File: config.mk
export PLATFORM = sky130hd
export DESIGN_NAME = trace_begin_end_interval_pairing_unit
export DESIGN_NICKNAME = d
export VERILOG_FILES = /design/src/hdl/tbeip_pkg.sv /design/src/hdl/trace_begin_end_interval_pairing_unit.sv /design/src/hdl/tbeip_stack_mem.sv /design/src/hdl/tbeip_divider.sv
export SDC_FILE = /design/constraint.sdc
export NUM_CORES = 2
export LEC_CHECK = 0
export BUFFER_PORTS_ARGS = -buffer_cell sky130_fd_sc_hd__buf_2
export CAP_MARGIN = 30
export CORE_ASPECT_RATIO = 0.9
export CORE_UTILIZATION = 35
export CTS_CLUSTER_DIAMETER = 120
export CTS_CLUSTER_SIZE = 28
export DETAILED_ROUTE_END_ITERATION = 8
export HOLD_SLACK_MARGIN = 0.06
export PLACE_DENSITY = 0.59
export RECOVER_POWER = 50
export SLEW_MARGIN = 20
export SYNTH_ARGS = -nofsm -noshare
export SYNTH_HDL_FRONTEND = slang
export SYNTH_HIERARCHICAL = 1
export SYNTH_SLANG_ARGS = --single-unit
export TNS_END_PERCENT = 1
File: constraint.sdc
create_clock -name clk -period 20.5 [get_ports clk]
set_clock_uncertainty 0.1 [all_clocks]
set_input_delay 4.1 -clock clk [delete_from_list [all_inputs] [get_ports clk]]
set_output_delay 4.1 -clock clk [all_outputs]
set_load 0.01 [all_outputs]
File: src/hdl/tbeip_pkg.sv
// Package for the trace begin/end interval pairing unit.
// Shared sizes, status codes and the state type; no dependencies.
package tbeip_pkg;

	localparam int MAX_THREADS = 8;
	localparam int STACK_DEPTH = 8;
	localparam int TIDX_W = $clog2(MAX_THREADS);
	localparam int DIDX_W = $clog2(STACK_DEPTH);
	localparam int ENTRIES = MAX_THREADS * STACK_DEPTH;
	localparam int ADDR_W = TIDX_W + DIDX_W;
	localparam int CNT_W = $clog2(MAX_THREADS + 1);
	localparam int FILL_W = $clog2(STACK_DEPTH + 1);
	localparam logic [19:0] US_PER_SEC = 20'd1000000;
	localparam logic [31:0] TICK_FREQ_RST = 32'd1000000;

	localparam logic [1:0] ST_CLOSED = 2'd0;
	localparam logic [1:0] ST_FLUSHED = 2'd1;
	localparam logic [1:0] ST_DROPPED = 2'd2;
	localparam logic [1:0] ST_EMPTY = 2'd3;

	localparam logic REG_TICK_FREQ = 1'b0;
	localparam logic REG_QUANT_SHIFT = 1'b1;

	typedef enum logic [3:0] {
		S_IDLE,
		S_MUL,
		S_DIV,
		S_EVENT,
		S_POPRD,
		S_POP,
		S_FLSCAN,
		S_FLRD,
		S_FLOUT,
		S_FLEND,
		S_OUT
	} state_t;

	typedef struct packed {
		logic          wr;
		logic [ADDR_W-1:0] addr;
		logic [15:0]   region;
		logic [31:0]   start;
	} mem_req_t;

endpackage

File: src/hdl/trace_begin_end_interval_pairing_unit.sv
// Top level of the trace begin/end interval pairing unit.
// Uses tbeip_pkg, tbeip_divider and tbeip_stack_mem.
//
// The unit takes one transaction at a time and is ready again in the cycle after
// the previous one is done. A begin event is captured on acceptance, then its
// timestamp is scaled, divided by the bit-serial 64-by-32 divider and written
// to the stack. An end event that closes an interval adds a memory read, a
// compare and the hand-off to the output register. A dropped event from an
// unknown thread on a full map skips the divider. A flush walks the threads in
// index order and each one's open stack entries top down, reading each emitted
// interval through the stack memory. Stack entries live in a synchronous memory;
// the thread map, fills and time bounds are registers. A result is staged and
// then moves to the output register once that register is free, so a new
// transaction is accepted while a result waits; the unit stalls only when its
// next result is ready before the previous one has been taken.
module trace_begin_end_interval_pairing_unit (
	input  logic         clk,
	input  logic         arst_n,
	input  logic         s_tvalid,
	output logic         s_tready,
	// s_tdata, low to high: opcode, phase, thread_id, event_id, raw_time, end_time
	input  logic [151:0] s_tdata,
	output logic         m_tvalid,
	input  logic         m_tready,
	// m_tdata, low to high: status, thread_index, region_id, start_us,
	// duration_us, nest_depth, thread_count, min_time, max_time (pad to 192)
	output logic [191:0] m_tdata,
	output logic         m_tlast,
	input  logic         cfg_we,
	input  logic         cfg_index,
	input  logic [31:0]  cfg_data
);
	import tbeip_pkg::*;

	state_t state_q, state_d;

	logic [31:0] tick_freq_q;
	logic [4:0]  quant_shift_q;
	logic [31:0] keys_q [MAX_THREADS];
	logic [CNT_W-1:0]  mapped_q;
	logic [FILL_W-1:0] fill_q [MAX_THREADS];
	logic [31:0] tlow_q, thigh_q;
	logic        seen_q;

	// Captured transaction.
	logic        opcode_q, phase_q;
	logic [31:0] tid_q, endt_q;
	logic [15:0] eid_q;
	logic [63:0] raw_q;
	logic [TIDX_W-1:0] idx_q;
	logic [31:0] ts_q;
	logic [TIDX_W-1:0] ft_q;
	logic [FILL_W-1:0] fd_q;
	logic        any_out_q;

	// Staged result and the output register.
	logic [191:0] res_q;
	logic [191:0] out_q;
	logic         out_v_q, out_last_q;

	logic [31:0] tid_in;
	logic [TIDX_W-1:0] hit_idx;
	logic        hit;
	logic [63:0] shifted, scaled;
	logic        div_start, div_done;
	logic [31:0] quotient;
	mem_req_t    req;
	logic [15:0] rd_region;
	logic [31:0] rd_start;
	logic        out_free, out_load, fl_last;

	assign tid_in = s_tdata[33:2];
	assign s_tready = (state_q == S_IDLE);

	// The output register can take a new result when it is empty or being read.
	assign out_free = !out_v_q || m_tready;
	assign out_load = out_free && (state_q == S_OUT || state_q == S_FLOUT ||
		(state_q == S_FLEND && !any_out_q));

	// Thread lookup on the captured id.
	always_comb begin
		hit = 1'b0;
		hit_idx = '0;
		for (int i = 0; i < MAX_THREADS; i++) begin
			if (!hit && (i < mapped_q) && keys_q[i] == tid_q) begin
				hit = 1'b1;
				hit_idx = TIDX_W'(i);
			end
		end
	end

	// During a flush, the current entry is the final one when it is the bottom
	// of its stack and no later thread has anything open.
	always_comb begin
		fl_last = (fd_q == FILL_W'(1));
		for (int t = 0; t < MAX_THREADS; t++) begin
			if (t > int'(ft_q) && fill_q[t] != '0) fl_last = 1'b0;
		end
	end

	// Shifted timestamp times one million, modulo 2^64, as a sum of shifts:
	// 1000000 = 2^20 - 2^16 + 2^14 + 2^9 + 2^6.
	always_comb begin
		shifted = raw_q << quant_shift_q;
		scaled = (shifted << 20) - (shifted << 16) + (shifted << 14) +
			(shifted << 9) + (shifted << 6);
	end

	tbeip_divider u_div (
		.clk(clk), .arst_n(arst_n), .start(div_start), .dividend(scaled),
		.divisor(tick_freq_q), .done(div_done), .quotient(quotient)
	);

	tbeip_stack_mem u_mem (
		.clk(clk), .req(req), .rd_region(rd_region), .rd_start(rd_start)
	);

	assign div_start = (state_q == S_MUL) && opcode_q == 1'b0;

	// Next state.
	always_comb begin
		state_d = state_q;
		unique case (state_q)
			S_IDLE: if (s_tvalid) state_d = S_MUL;
			S_MUL: begin
				if (opcode_q) state_d = S_FLSCAN;
				else if (!hit && mapped_q >= CNT_W'(MAX_THREADS)) state_d = S_OUT;
				else state_d = S_DIV;
			end
			S_DIV: if (div_done) state_d = S_EVENT;
			S_EVENT: begin
				if (phase_q && fill_q[idx_q] != '0) state_d = S_POPRD;
				else state_d = S_IDLE;
			end
			S_POPRD: state_d = S_POP;
			S_POP: state_d = (rd_region == eid_q) ? S_OUT : S_IDLE;
			S_FLSCAN: begin
				if (fd_q != '0) state_d = S_FLRD;
				else if (ft_q == TIDX_W'(MAX_THREADS - 1)) state_d = S_FLEND;
			end
			S_FLRD: state_d = S_FLOUT;
			S_FLOUT: begin
				if (out_free) begin
					if (fl_last) state_d = S_FLEND;
					else if (fd_q != FILL_W'(1)) state_d = S_FLRD;
					else state_d = S_FLSCAN;
				end
			end
			S_FLEND: if (any_out_q || out_free) state_d = S_IDLE;
			S_OUT: if (out_free) state_d = S_IDLE;
			default: state_d = S_IDLE;
		endcase
	end

	// Memory request. The flush keeps its read address while the output stalls,
	// so the read data stays valid.
	always_comb begin
		req = '0;
		unique case (state_q)
			S_EVENT: begin
				req.wr = !phase_q && fill_q[idx_q] < FILL_W'(STACK_DEPTH);
				req.addr = {idx_q, DIDX_W'(fill_q[idx_q])};
				req.region = eid_q;
				req.start = ts_q;
			end
			S_POPRD: req.addr = {idx_q, DIDX_W'(fill_q[idx_q] - FILL_W'(1))};
			S_FLRD, S_FLOUT: req.addr = {ft_q, DIDX_W'(fd_q - FILL_W'(1))};
			default: req = '0;
		endcase
	end

	always_ff @(posedge clk or negedge arst_n) begin
		if (!arst_n) begin
			state_q <= S_IDLE;
			tick_freq_q <= TICK_FREQ_RST;
			quant_shift_q <= '0;
			mapped_q <= '0;
			for (int i = 0; i < MAX_THREADS; i++) fill_q[i] <= '0;
			tlow_q <= '0;
			thigh_q <= '0;
			seen_q <= 1'b0;
			out_v_q <= 1'b0;
		end else begin
			state_q <= state_d;
			if (cfg_we) begin
				if (cfg_index == REG_TICK_FREQ) tick_freq_q <= cfg_data;
				else quant_shift_q <= cfg_data[4:0];
			end
			out_v_q <= out_load || (out_v_q && !m_tready);
			unique case (state_q)
				S_MUL: begin
					if (!opcode_q && !hit && mapped_q < CNT_W'(MAX_THREADS))
						mapped_q <= mapped_q + CNT_W'(1);
				end
				S_EVENT: begin
					if (!seen_q || ts_q < tlow_q) tlow_q <= ts_q;
					if (!seen_q || ts_q > thigh_q) thigh_q <= ts_q;
					seen_q <= 1'b1;
					if (!phase_q && fill_q[idx_q] < FILL_W'(STACK_DEPTH))
						fill_q[idx_q] <= fill_q[idx_q] + FILL_W'(1);
				end
				S_POP: if (rd_region == eid_q) fill_q[idx_q] <= fill_q[idx_q] - FILL_W'(1);
				// The flush ends by clearing the thread map, the stacks and the bounds.
				S_FLEND: if (any_out_q || out_free) begin
					mapped_q <= '0;
					for (int i = 0; i < MAX_THREADS; i++) fill_q[i] <= '0;
					seen_q <= 1'b0;
					tlow_q <= '0;
					thigh_q <= '0;
				end
				default: ;
			endcase
		end
	end

	// Datapath registers without reset.
	always_ff @(posedge clk) begin
		unique case (state_q)
			S_IDLE: begin
				opcode_q <= s_tdata[0];
				phase_q <= s_tdata[1];
				tid_q <= tid_in;
				eid_q <= s_tdata[49:34];
				raw_q <= s_tdata[113:50];
				endt_q <= s_tdata[145:114];
				ft_q <= '0;
				any_out_q <= 1'b0;
			end
			S_MUL: begin
				idx_q <= hit ? hit_idx : TIDX_W'(mapped_q);
				if (!hit && mapped_q < CNT_W'(MAX_THREADS))
					keys_q[TIDX_W'(mapped_q)] <= tid_q;
				fd_q <= fill_q[0];
				res_q <= {36'd0, 32'd0, 32'd0, 4'd0, 3'd0, 32'd0, 32'd0,
					eid_q, 3'd0, ST_DROPPED};
			end
			S_DIV: if (div_done) ts_q <= quotient;
			S_POP: res_q <= {36'd0, 32'd0, 32'd0, 4'd0, DIDX_W'(fill_q[idx_q] - FILL_W'(1)),
				ts_q - rd_start, rd_start, rd_region, idx_q, ST_CLOSED};
			S_FLSCAN: if (fd_q == '0 && ft_q != TIDX_W'(MAX_THREADS - 1)) begin
				ft_q <= ft_q + TIDX_W'(1);
				fd_q <= fill_q[ft_q + TIDX_W'(1)];
			end
			S_FLOUT: if (out_free) begin
				any_out_q <= 1'b1;
				out_last_q <= fl_last;
				out_q <= {36'd0, seen_q ? thigh_q : 32'd0, seen_q ? tlow_q : 32'd0,
					mapped_q, DIDX_W'(fd_q - FILL_W'(1)), endt_q - rd_start,
					rd_start, rd_region, ft_q, ST_FLUSHED};
				if (fd_q == FILL_W'(1) && ft_q != TIDX_W'(MAX_THREADS - 1)) begin
					ft_q <= ft_q + TIDX_W'(1);
					fd_q <= fill_q[ft_q + TIDX_W'(1)];
				end else begin
					fd_q <= fd_q - FILL_W'(1);
				end
			end
			S_FLEND: if (!any_out_q && out_free) begin
				out_last_q <= 1'b1;
				out_q <= {36'd0, seen_q ? thigh_q : 32'd0, seen_q ? tlow_q : 32'd0,
					mapped_q, 3'd0, 32'd0, 32'd0, 16'd0, 3'd0, ST_EMPTY};
			end
			S_OUT: if (out_free) begin
				out_last_q <= 1'b1;
				out_q <= res_q;
			end
			default: ;
		endcase
	end

	// A flush marks its final interval with tlast; an empty flush sends the
	// nothing-open item instead.
	assign m_tvalid = out_v_q;
	assign m_tdata = out_q;
	assign m_tlast = out_last_q;

endmodule

File: src/hdl/tbeip_stack_mem.sv
// Stack entry memory: region id and start time of open intervals.
// Uses tbeip_pkg; one read per cycle plus an optional write, read data registered.
module tbeip_stack_mem (
	input  logic                clk,
	input  tbeip_pkg::mem_req_t req,
	output logic [15:0]         rd_region,
	output logic [31:0]         rd_start
);
	import tbeip_pkg::*;

	logic [47:0] mem_q [ENTRIES];

	always_ff @(posedge clk) begin
		if (req.wr) begin
			mem_q[req.addr] <= {req.region, req.start};
		end
		{rd_region, rd_start} <= mem_q[req.addr];
	end

endmodule

File: src/hdl/tbeip_divider.sv
// Iterative 64-by-32 divider, one quotient bit per cycle.
// Uses tbeip_pkg; yields the low 32 quotient bits, all ones for zero divisor.
module tbeip_divider (
	input  logic        clk,
	input  logic        arst_n,
	input  logic        start,
	input  logic [63:0] dividend,
	input  logic [31:0] divisor,
	output logic        done,
	output logic [31:0] quotient
);
	import tbeip_pkg::*;

	logic [63:0] quo_q;
	logic [32:0] rem_q;
	logic [31:0] div_q;
	logic [6:0]  cnt_q;
	logic        busy_q;
	logic [32:0] trial;
	logic [33:0] diff;

	always_comb begin
		trial = {rem_q[31:0], quo_q[63]};
		diff = {1'b0, trial} - {2'b0, div_q};
	end

	always_ff @(posedge clk or negedge arst_n) begin
		if (!arst_n) begin
			busy_q <= 1'b0;
			cnt_q <= '0;
			done <= 1'b0;
		end else begin
			done <= 1'b0;
			if (start) begin
				busy_q <= 1'b1;
				cnt_q <= 7'd0;
			end else if (busy_q) begin
				cnt_q <= cnt_q + 7'd1;
				if (cnt_q == 7'd63) begin
					busy_q <= 1'b0;
					done <= 1'b1;
				end
			end
		end
	end

	always_ff @(posedge clk) begin
		if (start) begin
			quo_q <= dividend;
			rem_q <= '0;
			div_q <= divisor;
		end else if (busy_q) begin
			if (!diff[33]) begin
				rem_q <= diff[32:0];
				quo_q <= {quo_q[62:0], 1'b1};
			end else begin
				rem_q <= trial;
				quo_q <= {quo_q[62:0], 1'b0};
			end
		end
	end

	assign quotient = (div_q == 32'd0) ? 32'hFFFF_FFFF : quo_q[31:0];

endmodule

==> results.sh <==
export IMPL_p_sw_share_pct=43.72
export IMPL_startpoint="state_q[2]"
export IMPL_clk_pin_slew_ns=0.12
export IMPL_die_w_um=742.6
export IMPL_post_drt_wl_per_cell_um=32.01
export IMPL_cp_slowest_cell="clkbuf_1"
export IMPL_track_usage_pct=22.42
export IMPL_async_flop_share_pct=3.723
export IMPL_hold_class="flop to flop"
export IMPL_crit_chain="or3_1, nor2_4, clkbuf_1, clkbuf_1, clkbuf_1"
export IMPL_globalRouteOverflowTotal=0
export IMPL_synth_ff_type="edfxtp_1"
export IMPL_cts_tree="built"
export IMPL_die_y_um=668.5
export IMPL_clockBufferDepth=4
export IMPL_drc=0
export IMPL_mostFrequentLayoutCells="edfxtp_1, a221oi_1, nand2_1"
export IMPL_finalSetupTns_ns=0
export IMPL_fin_crit_ns=8.886
export IMPL_start_kind="flop"
export IMPL_ant_nets=0
export IMPL_postSynthCellCount=11274
export IMPL_ir_worst_vdd_v=0.0002902
export IMPL_drt_iter0_markers=15781
export IMPL_power_frac_seq_pct=34.0
export IMPL_cp_end_kind="flop"
export IMPL_ys_seq_area_share_pct=70.07
export IMPL_p_leak_nw=61.67
export IMPL_synthToLayoutAreaGrowth_pct=8.670
export IMPL_dieArea_sq_um=496400
export IMPL_synth_edf_count=3851
export IMPL_gp_congestion=0.8745
export IMPL_max_stage_delay_ns=2.80
export IMPL_worst_r2r_startpoint="state_q[2]"
export IMPL_tightest_slew_ns=4.228
export IMPL_viasPerCell=5.979
export IMPL_finalMaxSlewViolations=3308
export IMPL_worstPathBufferInverterCount=3
export IMPL_insertion_delay_ns=0.95
export IMPL_grt_first_pass_wirelength_mm=796.2
export IMPL_syn_cell_area_sq_um=172800
export IMPL_rsz0062_at_grt="false"
export IMPL_fmax_ghz=0.1125
export IMPL_cpMostUsedCell="clkbuf_1"
export IMPL_combinationalPowerShare_pct=53.1
export IMPL_ys_types=109
export IMPL_maxCapViolCount=65
export IMPL_clockPowerShare_pct=12.9
export IMPL_yosysWarnings=6
export IMPL_layout_commonest_cell="edfxtp_1"
export IMPL_synth_seq_cells=4083
export IMPL_io_pins=385
export IMPL_violations="capacitance limit, slew limit"
export IMPL_start_util_pct=35.17
export IMPL_post_cts_setup_buffers=0
export IMPL_crit_family="buffers and inverters"
export IMPL_critPathRequiredTime_ns=20.88
export IMPL_post_route_period_util_pct=43.35
export IMPL_num_vias=108227
export IMPL_layout_nets=12028
export IMPL_postSynthAreaPerCell_sq_um=15.32
export IMPL_antenna_found_initial=46
export IMPL_p_int_w=0.01806
export IMPL_grt_max_degree=143
export IMPL_switchingPower_w=0.01403
export IMPL_drt_first_pass_iters=6
export IMPL_status="finished with violations"
export IMPL_htreeDepth=4
export IMPL_cts_root_buf="clkbuf_16"
export IMPL_path_max_fanout=70
export IMPL_rows=244
export IMPL_fp_coreArea_sq_um=491200
export IMPL_setup_viol=0
export IMPL_final_hold_viol_count=0
export IMPL_slew_limit_headroom_pct=-181.8
export IMPL_drive_above_1_share_pct=12.10
export IMPL_cts_resized=0
export IMPL_crit_type="flop to flop"
export IMPL_hold_buffers=0
export IMPL_hpwlAfterDp_mm=346.7
export IMPL_totalWireLength_mm=579.4
export IMPL_hold_slack_ns=0.3582
export IMPL_critPathArrivalTime_ns=9.26
export IMPL_cts_inserted_buffers=168
export IMPL_cts_sinks=4083
export IMPL_p_per_area_nw_per_um2=170.9
export IMPL_min_delay_start="tick_freq_q[11]"
export IMPL_port_buffers=336
export IMPL_grt_pass1_vias=99676
==> synthesized netlist by cell type, drive strengths merged, types with 17 or more instances <==
library cell     n  share of area (%)
nand2b          45               0.16
and2            67               0.24
a31oi           40               0.14
buf            427                1.5
nor2b           53               0.20
fa             142                1.6
and3           103               0.37
inv            416               0.91
mux4           122                1.6
nand2          567                1.2
o21ai          358                1.0
or2             56               0.20
clkbuf         330               0.72
nor3           112               0.33
edfxtp        3851                 67
mux2i          230                1.3
a22o            71               0.36
mux2           270                1.8
xnor2          239                1.2
nor2           574                1.3
a2111oi         20               0.13
a22oi          389                1.7
a221oi         762                3.9
o211ai          33               0.14
o22ai          280                1.0
a211oi          41               0.18
a21o            93               0.40
o22a            31               0.16
or3             28               0.10
nand3           77               0.22
nand4           81               0.29
nor4            65               0.24
a21oi          332               0.97
xor2           174               0.88
o21a            29               0.13
o221ai          30               0.15
dfxtp           80               0.93
a311oi          28               0.16
ha             250                1.8
or4             17              0.074
dfrtp          145                2.1
==> worst paths after layout <==
check	depth (start not counted)	slack, ns	end
worst max-delay path	5	11.61	endt_q[11]
min in group asynchronous	1	3.90	fill_q[28]
max in group asynchronous	3	13.65	quant_shift_q[0]
worst max register to register	5	11.61	endt_q[11]
worst min register to register	0	0.36	u_div/div_q[11]
worst min-delay path	0	0.36	u_div/div_q[11]
==> logic make-up (layout without fill, tap and decap cells) <==
| logic type | after synthesis | in the layout | share of synthesized area, % |
|---|---|---|---|
| AOI/OAI and AO/OA | 2696 | 2696 | 11.43 |
| xor gates and xnor gates | 413 | 413 | 2.094 |
| adders and majority gates | 392 | 392 | 3.456 |
| buffers and inverters | 1174 | 1399 | 3.090 |
| DFF | 4083 | 4083 | 70.07 |
| muxes | 622 | 622 | 4.683 |
| other | 1 | 85 | 0.002171 |
| and+or+nand+nor | 1893 | 1893 | 5.173 |
==> stage by stage <==
step | total power [W] | setup slack [ns] | instance area [sq um] | std cells | utilization, %
6_report | 0.03208 | 11.61 | 187700 | 18102 | 38.22
5_1_grt | 0.03383 | 10.88 | 187700 | 18085 | 38.21
4_1_cts | 0.03187 | 12.27 | 187900 | 18021 | 38.26
3_5_place_dp | 0.02776 | 12.31 | 183200 | 17757 | 37.31
3_3_place_gp | 0.02769 | 12.24 | 182400 | 17716 | 37.13
2_1_floorplan | 0.02242 | 9.026 | 172900 | 11315 | -
==> layer usage <==
metal,wire length [um],up-vias,track usage [%],part of all wire [%]
met3,66030,969,5.051,11
li1,-,44538,-,-
met1,235900,56420,32.02,41
met5,72,-,0,0.012
met4,23890,12,8.153,4.1
met2,253500,6288,33.50,44
==> power by group through the flow <==
stage / clock network [W] / registers (W) / logic (W)
after global placement: 0 / 0.0110 / 0.0166
after detailed placement: 0 / 0.0110 / 0.0167
after floorplan: 0 / 0.0108 / 0.0116
after global routing: 0.00442 / 0.0110 / 0.0184
after CTS: 0.00418 / 0.0109 / 0.0168
final: 0.00414 / 0.0109 / 0.0170
==> registers in the layout, indices dropped and copies added, names as in the netlist, 5 cells and up, named ones only <==
| register | count |
|---|---|
| u_mem/mem_q | 3072 |
| keys_q | 256 |
| m_tdata | 156 |
| res_q | 87 |
| u_div/quo_q | 64 |
| raw_q | 58 |
| endt_q | 32 |
| thigh_q | 32 |
| tick_freq_q | 32 |
| tid_q | 32 |
| tlow_q | 32 |
| ts_q | 32 |
| u_div/div_q | 32 |
| u_div/rem_q | 32 |
| u_mem/rd_start | 32 |
| eid_q | 16 |
| u_mem/rd_region | 16 |
| fill_q | 8 |
| u_div/cnt_q | 7 |
| quant_shift_q | 5 |
==> area by class of cell <==
type                            instances  area, sq um
Timing Repair Buffer                  718         4852
Clock buffer                          253         4554
Multi-Input combinational cell       6058        47280
Clock inverter                         11        132.6
Sequential cell                      4083       121100
Inverter                              417         1588
Tap cell                             6519         8157
Fill cell                           45686       303500
Antenna cell                           43        107.6
(Power assumes the default switching activity.)
